[src/rtl/core/rrl_pkg.sv]
// ----------------------------------------------------------------------------
// rrl_pkg: shared types and codes for the robust recursive lock
// Request and result payloads, lock state, status and action codes.
// ----------------------------------------------------------------------------
package rrl_pkg;

  // Default depth limit handed to the top level
  localparam int MAX_DEPTH_DEFAULT = 255;

  // Action codes
  localparam logic ACT_ACQUIRE = 1'b0;
  localparam logic ACT_RELEASE = 1'b1;

  // Status codes
  localparam logic [2:0] ST_ACQUIRED  = 3'd0;
  localparam logic [2:0] ST_REENTERED = 3'd1;
  localparam logic [2:0] ST_RECLAIMED = 3'd2;
  localparam logic [2:0] ST_BUSY      = 3'd3;
  localparam logic [2:0] ST_PARTIAL   = 3'd4;
  localparam logic [2:0] ST_FREED     = 3'd5;
  localparam logic [2:0] ST_NOT_OWNER = 3'd6;
  localparam logic [2:0] ST_OVERFLOW  = 3'd7;

  typedef struct packed {
    logic        action;
    logic [31:0] requester_process;
    logic [31:0] requester_thread;
    logic        owner_alive;
  } request_t;

  typedef struct packed {
    logic [2:0]  status;
    logic        granted;
    logic [31:0] holder_process;
    logic [7:0]  depth_now;
    logic [31:0] epoch_now;
    logic        held_by_process;
    logic        held_by_thread;
  } result_t;

  typedef struct packed {
    logic [31:0] owner_process;
    logic [31:0] owner_thread;
    logic [7:0]  depth_count;
    logic [31:0] epoch;
  } lock_state_t;

endpackage

[src/rtl/core/rrl_decide.sv]
// ----------------------------------------------------------------------------
// rrl_decide: lock decision logic
// Given the current lock state and one request, computes the next state and
// the result for that request.
// ----------------------------------------------------------------------------
module rrl_decide #(
  parameter int MAX_DEPTH = rrl_pkg::MAX_DEPTH_DEFAULT
) (
  input  rrl_pkg::lock_state_t cur,
  input  rrl_pkg::request_t    request,
  output rrl_pkg::lock_state_t nxt,
  output rrl_pkg::result_t     result
);
  import rrl_pkg::*;

  // Depth saturates at the smaller of the parameter and the counter range
  localparam logic [7:0] DepthLimit = (MAX_DEPTH < 255) ? 8'(MAX_DEPTH) : 8'd255;

  logic       rp_zero;
  logic       free;
  logic       same_proc;
  logic       same_thread;
  logic [2:0] status;
  logic       mine_p;

  assign rp_zero     = (request.requester_process == 32'd0);
  assign free        = (cur.owner_process == 32'd0);
  assign same_proc   = (cur.owner_process == request.requester_process);
  assign same_thread = (cur.owner_thread == request.requester_thread);

  // Request decision and state update
  always_comb begin
    nxt    = cur;
    status = ST_BUSY;
    if (request.action == ACT_ACQUIRE) begin
      if (rp_zero) begin
        status = ST_BUSY;
      end else if (free) begin
        nxt.owner_process = request.requester_process;
        nxt.owner_thread  = request.requester_thread;
        nxt.depth_count   = 8'd1;
        status            = ST_ACQUIRED;
      end else if (same_proc) begin
        if (!same_thread) begin
          status = ST_BUSY;
        end else if (cur.depth_count >= DepthLimit) begin
          status = ST_OVERFLOW;
        end else begin
          nxt.depth_count = cur.depth_count + 8'd1;
          status          = ST_REENTERED;
        end
      end else if (!request.owner_alive) begin
        // dead owner: take over and start a new generation
        nxt.owner_process = request.requester_process;
        nxt.owner_thread  = request.requester_thread;
        nxt.depth_count   = 8'd1;
        nxt.epoch         = cur.epoch + 32'd1;
        status            = ST_RECLAIMED;
      end else begin
        status = ST_BUSY;
      end
    end else begin
      if (rp_zero || free || !same_proc || !same_thread) begin
        status = ST_NOT_OWNER;
      end else if (cur.depth_count > 8'd1) begin
        nxt.depth_count = cur.depth_count - 8'd1;
        status          = ST_PARTIAL;
      end else begin
        nxt.owner_process = 32'd0;
        nxt.owner_thread  = 32'd0;
        nxt.depth_count   = 8'd0;
        nxt.epoch         = cur.epoch + 32'd1;
        status            = ST_FREED;
      end
    end
  end

  // Result fields reflect the state after the step
  assign mine_p = !rp_zero && (nxt.owner_process == request.requester_process);

  always_comb begin
    result.status          = status;
    result.granted         = !(status == ST_BUSY || status == ST_NOT_OWNER ||
                               status == ST_OVERFLOW);
    result.holder_process  = nxt.owner_process;
    result.depth_now       = nxt.depth_count;
    result.epoch_now       = nxt.epoch;
    result.held_by_process = mine_p;
    result.held_by_thread  = mine_p && (nxt.owner_thread == request.requester_thread);
  end

endmodule

[src/rtl/core/robust_recursive_lock.sv]
// ----------------------------------------------------------------------------
// robust_recursive_lock: recursive lock register with owner recovery
// Pipeline: input register, then decision logic into the result register.
// Throughput: one request per cycle while the result channel does not stall;
//   the lock state loop closes through the decision logic.
// Reset: synchronous, clears the lock state (free, depth 0, epoch 0) and
//   both pipeline stages.
// ----------------------------------------------------------------------------
module robust_recursive_lock #(
  parameter int MAX_DEPTH = rrl_pkg::MAX_DEPTH_DEFAULT
) (
  input  logic              clk,
  input  logic              rst,
  input  logic              request_valid,
  output logic              request_ready,
  input  rrl_pkg::request_t request,
  output logic              result_valid,
  input  logic              result_ready,
  output rrl_pkg::result_t  result
);
  import rrl_pkg::*;

  logic        in_valid;
  request_t    in_req;
  logic        advance;
  lock_state_t lock_state;
  lock_state_t lock_state_next;
  result_t     result_next;

  // Stage handshake: the input register drains when the result slot frees
  assign advance       = in_valid && (!result_valid || result_ready);
  assign request_ready = !in_valid || advance;

  // Input register
  always_ff @(posedge clk) begin
    if (rst) begin
      in_valid <= 1'b0;
    end else if (request_ready) begin
      in_valid <= request_valid;
    end
  end

  always_ff @(posedge clk) begin
    if (request_valid && request_ready) begin
      in_req <= request;
    end
  end

  rrl_decide #(
    .MAX_DEPTH(MAX_DEPTH)
  ) u_decide (
    .cur     (lock_state),
    .request (in_req),
    .nxt     (lock_state_next),
    .result  (result_next)
  );

  // Lock state, updated once per request leaving the input register
  always_ff @(posedge clk) begin
    if (rst) begin
      lock_state <= '0;
    end else if (advance) begin
      lock_state <= lock_state_next;
    end
  end

  // Result register
  always_ff @(posedge clk) begin
    if (rst) begin
      result_valid <= 1'b0;
    end else if (!result_valid || result_ready) begin
      result_valid <= in_valid;
    end
  end

  always_ff @(posedge clk) begin
    if (advance) begin
      result <= result_next;
    end
  end

endmodule

[config.mk]
export PLATFORM = sky130hd
export DESIGN_NAME = robust_recursive_lock
export DESIGN_NICKNAME = d
export VERILOG_FILES = /design/src/rtl/core/rrl_pkg.sv /design/src/rtl/core/rrl_decide.sv /design/src/rtl/core/robust_recursive_lock.sv
export SDC_FILE = /design/constraint.sdc
export NUM_CORES = 1
export LEC_CHECK = 0
export BUFFER_PORTS_ARGS = -buffer_cell sky130_fd_sc_hd__buf_2
export CORE_ASPECT_RATIO = 1.2
export CORE_UTILIZATION = 52
export DETAILED_ROUTE_END_ITERATION = 10
export PLACE_DENSITY = 0.86
export SYNTH_ARGS = -nofsm -noshare
export SYNTH_HDL_FRONTEND = slang
export SYNTH_SLANG_ARGS = --single-unit
[constraint.sdc]
create_clock -name clk -period 3.5 [get_ports clk]
set_input_delay 0.175 -clock clk [delete_from_list [all_inputs] [get_ports clk]]
set_output_delay 0.175 -clock clk [all_outputs]
set_load 0.1 [all_outputs]
==> Word-level counts from Yosys, hierarchy flattened <==
Cells that the tools add are included.
{ "totals": {"regBits": 250, "in_bits": 70, "wordCells": 71} }
{ "classes": {"reduce_logical": 19, "magnitude_cmp": 2, "addsub": 3, "n_eq_ne": 7, "mux": 23} }
{ "op_table": {"columns": ["cell", "count"], "rows": [
  ["$mux 104", 4],
  ["$eq 32x32->1", 4],
  ["$mux 64", 2],
  ["$mux 32", 3],
  ["$mux 72", 1],
  ["$logic_not 32->1", 2],
  ["$add 32x1->32 const B", 1],
  ["$mux 8", 4],
  ["$mux 3", 7],
  ["$add 8x1->8 const B", 1],
  ["$ge 8x8->1 const B", 1],
  ["$gt 8x1->1 const B", 1],
  ["$sub 8x1->8 const B", 1],
  ["$logic_or 1x1->1", 7],
  ["$eq 3x3->1 const B", 2],
  ["$logic_not 1->1", 6],
  ["$logic_and 1x1->1", 4],
  ["$eq 3x2->1 const B", 1],
  ["$mux 1", 2]
]} }

==> Depth between registers and ports, before layout <==
{ "logic_depth": {"word_depth": 11, "mapped_depth": 12} }

==> Modules after synthesis <==
From an unflattened synthesis, not the netlist that was laid out.
{ "hier_totals": {"hier_cells": 1274, "area_unflattened_um2": 13446.6} }
{ "by_module_without_submodules": {"columns": ["mod", "area_each_um2", "cells_each", "n_inst"], "rows": [
  ["robust_recursive_lock", 9054.9, 605, 1],
  ["rrl_decide", 4391.7, 669, 1]
]} }

==> Worst setup path after synthesis <==
Ideal clock, no wire load.
{ "synth_path": {"kind": "reg2reg", "start": "register result_valid", "end": "register result[0] (netlist name), enable pin", "path_slack_ps": -854, "stages_incl_launch_ff": 7, "n_path_buf": 3, "arrival_ps": 3881, "setup_time_ps": 473, "period_less_slack_ps": 4354, "path_cell_list": "dfxtp_1 nor2b_1 nand2b_1 clkbuf_1 inv_1 clkbuf_1 clkbuf_1"} }
{ "synth_via": {"elab_chain_cells": 3} }
{ "synth_rtl": {"columns": ["item", "line", "text"], "rows": [
  ["from (decl)", "robust_recursive_lock.sv:17", "output logic result_valid,"],
  ["from (signal assigned)", "robust_recursive_lock.sv:72", "result_valid <= in_valid;"],
  ["$logic_not 1->1", "robust_recursive_lock.sv:31", "assign advance = in_valid && (!result_valid || result_ready);"],
  ["$logic_or 1x1->1", "robust_recursive_lock.sv:31", null],
  ["$logic_and 1x1->1", "robust_recursive_lock.sv:31", null],
  ["named net advance", "robust_recursive_lock.sv:25", "logic advance;"],
  ["to (signal assigned)", "robust_recursive_lock.sv:78", "result <= result_next;"],
  ["to (decl)", "robust_recursive_lock.sv:19", "output rrl_pkg::result_t result"]
]} }
The timed path passes the listed nets, and every way through them passes these cells.
A chain may end at the register's enable or synchronous reset.

==> Worst setup path after layout <==
{ "layout_path": {"start": "register in_req[36] (netlist name)", "end": "register lock_state[68] (netlist name)"} }
{ "layout_via": {"elab_chain_cells": 6, "elab_cells_between_ends": 11} }
{ "layout_rtl": {"columns": ["item", "line", "text"], "rows": [
  ["from (decl)", "robust_recursive_lock.sv:24", "request_t in_req;"],
  ["from (signal assigned)", "robust_recursive_lock.sv:45", "in_req <= request;"],
  ["$eq 32x32->1 or $logic_not 32->1 (tied branches)", "rrl_decide.sv:28, rrl_decide.sv:26", null],
  ["$logic_not 1->1 or $logic_or 1x1->1 (tied branches)", "rrl_decide.sv:63", "if (rp_zero || free || !same_proc || !same_thread) begin"],
  ["$logic_or 1x1->1 (2 in series)", "rrl_decide.sv:63", null],
  ["$mux 104", "rrl_decide.sv:63", null],
  ["$mux 104 (*)", "rrl_decide.sv:35", "if (request.action == ACT_ACQUIRE) begin"],
  ["to (signal assigned)", "robust_recursive_lock.sv:63", "lock_state <= lock_state_next;"],
  ["to (decl)", "robust_recursive_lock.sv:26", "lock_state_t lock_state;"]
]} }
Every way passes the cells marked *; elsewhere a longest branch is shown, timed or not.

==> impl_metrics.json <==
{
  "busiest_layer": "met2",
  "dpl.hpwl_mm": 19.2,
  "cts_tree": "yes",
  "drv_slew": 0,
  "period_share": 0.948,
  "syn-num-nets": 1175,
  "power.leakage_nw": 5.23,
  "placed_area_um2": 12700,
  "wl_mm": 30.3,
  "failed_checks": "DRC",
  "yosys_warnings": 0,
  "grt_pass1_wl_mm": 48.3,
  "yosys.area.top_type": "edfxtp_1",
  "yosysSeqAreaShare": 0.557,
  "status": "complete, but fails checks",
  "synth_top_cell_area_share": 0.373,
  "num_rows": 59,
  "grt_start_max_net_pins": 70,
  "antenna_left": 0,
  "vias": 9553,
  "clockRootBuffer": "clkbuf_16",
  "hp-class": "input pin to flop",
  "clk_pin_slew_ns": 0.07,
  "clk_latency_ns": 0.52,
  "drcViolationCount": 22,
  "critical_path_peak_fanout": 39,
  "ir_worst_vdd_uv": 440,
  "synthArstFlopShare": 0,
  "rsz0062_at_grt": "false",
  "grt_usage": 0.266,
  "fin_setup_tns_ns": 0,
  "drt_iter0_markers": 720,
  "pwr-share-seq": 0.465,
  "synthFlopType": "edfxtp_1",
  "setup-violations-final": 0,
  "cts_buffers": 25,
  "dieArea_um2": 22900,
  "synth_cell_types": 78,
  "synth_area_leaders": "edfxtp_1 (37%), dfxtp_1 (18%), xnor2_1 (5.3%)",
  "gp_congestion": 0.958,
  "use_met1": 0.322,
  "nets": 1388,
  "max_freq_ghz": 0.301,
  "clk_path_buf_depth": 3,
  "required_ns": 3.88,
  "grt_antenna_before_repair": 0,
  "drtPass1Iterations": 9,
  "ys_seq_elements": 250,
  "pin_count": 150,
  "start_util": 0.532,
  "p_sw_w": 0.00205,
  "port_buffers": 149,
  "grt_pass1_vias": 9347,
  "path_cells": "or2_4, a2111oi_2, nand4_1, or3_1, nor4_4, buf_12, o21ai_2, buf_4, a22oi_1, nor2_1",
  "drv_cap": 0,
  "wl_per_cell_um": 18.9,
  "gr-usage-met2": 0.484,
  "dp_slack_ns": 0.176,
  "worst_slack_ns": 0.183,
  "overflow": 0,
  "die_x_um": 138,
  "final_cell_mix": "nor2_1 (151), buf_2 (148), edfxtp_1 (144)",
  "critical_path_arrival_ns": 3.70,
  "skew_ns": 0.0145,
  "crit_path_top_delay_cell": "or3_1",
  "timing.hold.ws_ns": 0.125,
  "area_growth_pct": 22.7,
  "cp-start-kind": "flop",
  "max_stage_delay_ns": 0.53,
  "hold_viol_final": 0,
  "synth_edf_count": 144,
  "coreArea_um2": 21800,
  "p_sw_frac": 0.281,
  "layout_commonest_cell": "nor2_1",
  "comb_power_share": 0.156,
  "path_class": "flop to flop",
  "cts_setup_buffers": 0,
  "synthCells": 1101,
  "synthesis.area_um2": 11600,
  "use_met3": 0.0401,
  "antennaDiodeCount": 0,
  "finalCriticalPeriod_ns": 3.32,
  "avgSynthCellArea_um2": 10.5,
  "final_cell_area_um2": 14200,
  "worstMarginPinSlew_ns": 0.966,
  "slew_headroom": 0.356,
  "die_h_um": 165,
  "h-tree-depth": 1,
  "end_kind": "flop",
  "cts.sinks": 250,
  "power.internal_w": 0.00525,
  "via_per_inst": 5.95,
  "p_per_area_nw_per_um2": 514,
  "drive_gt1_frac": 0.187,
  "clkPwrFrac": 0.380
}
-- per-layer routing --
layer | part of all wire | vias to the layer above | routed length, um
li1 | - | 4418 | -
met1 | 0.39 | 4579 | 11700
met2 | 0.51 | 489 | 15400
met3 | 0.077 | 67 | 2340
met4 | 0.030 | 0 | 899
met5 | 0 | - | 0
-- cell usage after synthesis (14+ instances only) --
library cell and instances:
o21ai_0 14, dfxtp_1 106, edfxtp_1 144, mux2i_1 18
nand4_1 22, nand2_1 101, a21oi_1 45, a22oi_1 32
inv_1 29, nand3_1 26, xor2_1 55, nor4_1 46
nor3_1 35, xnor2_1 70, clkbuf_1 37, nor2_1 153
-- registers in the layout (all words and copies together), names as in the netlist --
name          count
result_valid      1
in_valid          1
lock_state      104
result           78
in_req           66
-- worst max-delay path, delay by kind of cell, from the launching register on --
kind | cells | cell delay [ns]
AO/OA/AOI/OAI | 3 | 0.72
buffers and inverters | 2 | 0.52
flip-flops | 1 | 0.45
AND/OR/NAND/NOR | 5 | 1.48
-- final timing paths --
kind                              startpoint                           to  slack, ns  cells after the start
setup / recovery        in_req[36]$_DFFE_PP_  lock_state[68]$_SDFFE_PP0P_       0.18                     10
hold / removal                           rst  lock_state[27]$_SDFFE_PP0P_       0.13                      2
setup reg to reg        in_req[36]$_DFFE_PP_  lock_state[68]$_SDFFE_PP0P_       0.18                     10
hold reg to reg   lock_state[1]$_SDFFE_PP0P_   lock_state[1]$_SDFFE_PP0P_       0.49                      2
-- per-stage QoR --
stage	cells	utilization	power [W]
3_3_place_gp	1493	0.582	0.00449
2_1_floorplan	1101	-	0.00423
4_1_cts	1606	0.652	0.00730
5_1_grt	1606	0.653	0.00754
6_report	1606	0.653	0.00730
3_5_place_dp	1493	0.582	0.00450
-- final cells by class --
cell class	instances	area (um^2)
Tap cell	274	343
Fill cell	1628	7560
Clock inverter	12	153
Multi-Input combinational cell	767	4830
Clock buffer	33	707
Sequential cell	250	6450
Timing Repair Buffer	241	1620
Inverter	29	111
-- cells by family (layout without fill, tap and decap cells) --
family | count (synthesis) | count (layout) | share of synthesized area
buffers and inverters | 84 | 315 | 0.0301
AND/OR/NAND/NOR | 446 | 446 | 0.192
adder cells (fa/ha/maj) | 4 | 4 | 0.00432
flip-flops | 250 | 250 | 0.557
XOR/XNOR | 125 | 125 | 0.0945
AO/OA/AOI/OAI | 172 | 172 | 0.105
multiplexers | 20 | 20 | 0.0178
-- power groups by stage --
stage	registers [W]	logic [W]	clock network, W
global route	0.00341	0.00120	0.00293
CTS	0.00339	0.00112	0.00280
floorplan	0.00379	0.000444	0
finish	0.00339	0.00114	0.00277
global placement	0.00345	0.00104	0
detailed placement	0.00345	0.00105	0
-- timing repair --
| item | CTS | global route |
|---|---|---|
| setup endpoints to repair | 0 | 2 |
| endpoints found under the hold margin | 68 | 0 |
| hold buffers | 68 | 0 |
| gates resized for setup | 0 | 2 |
Power figures use the tool's default switching activity.
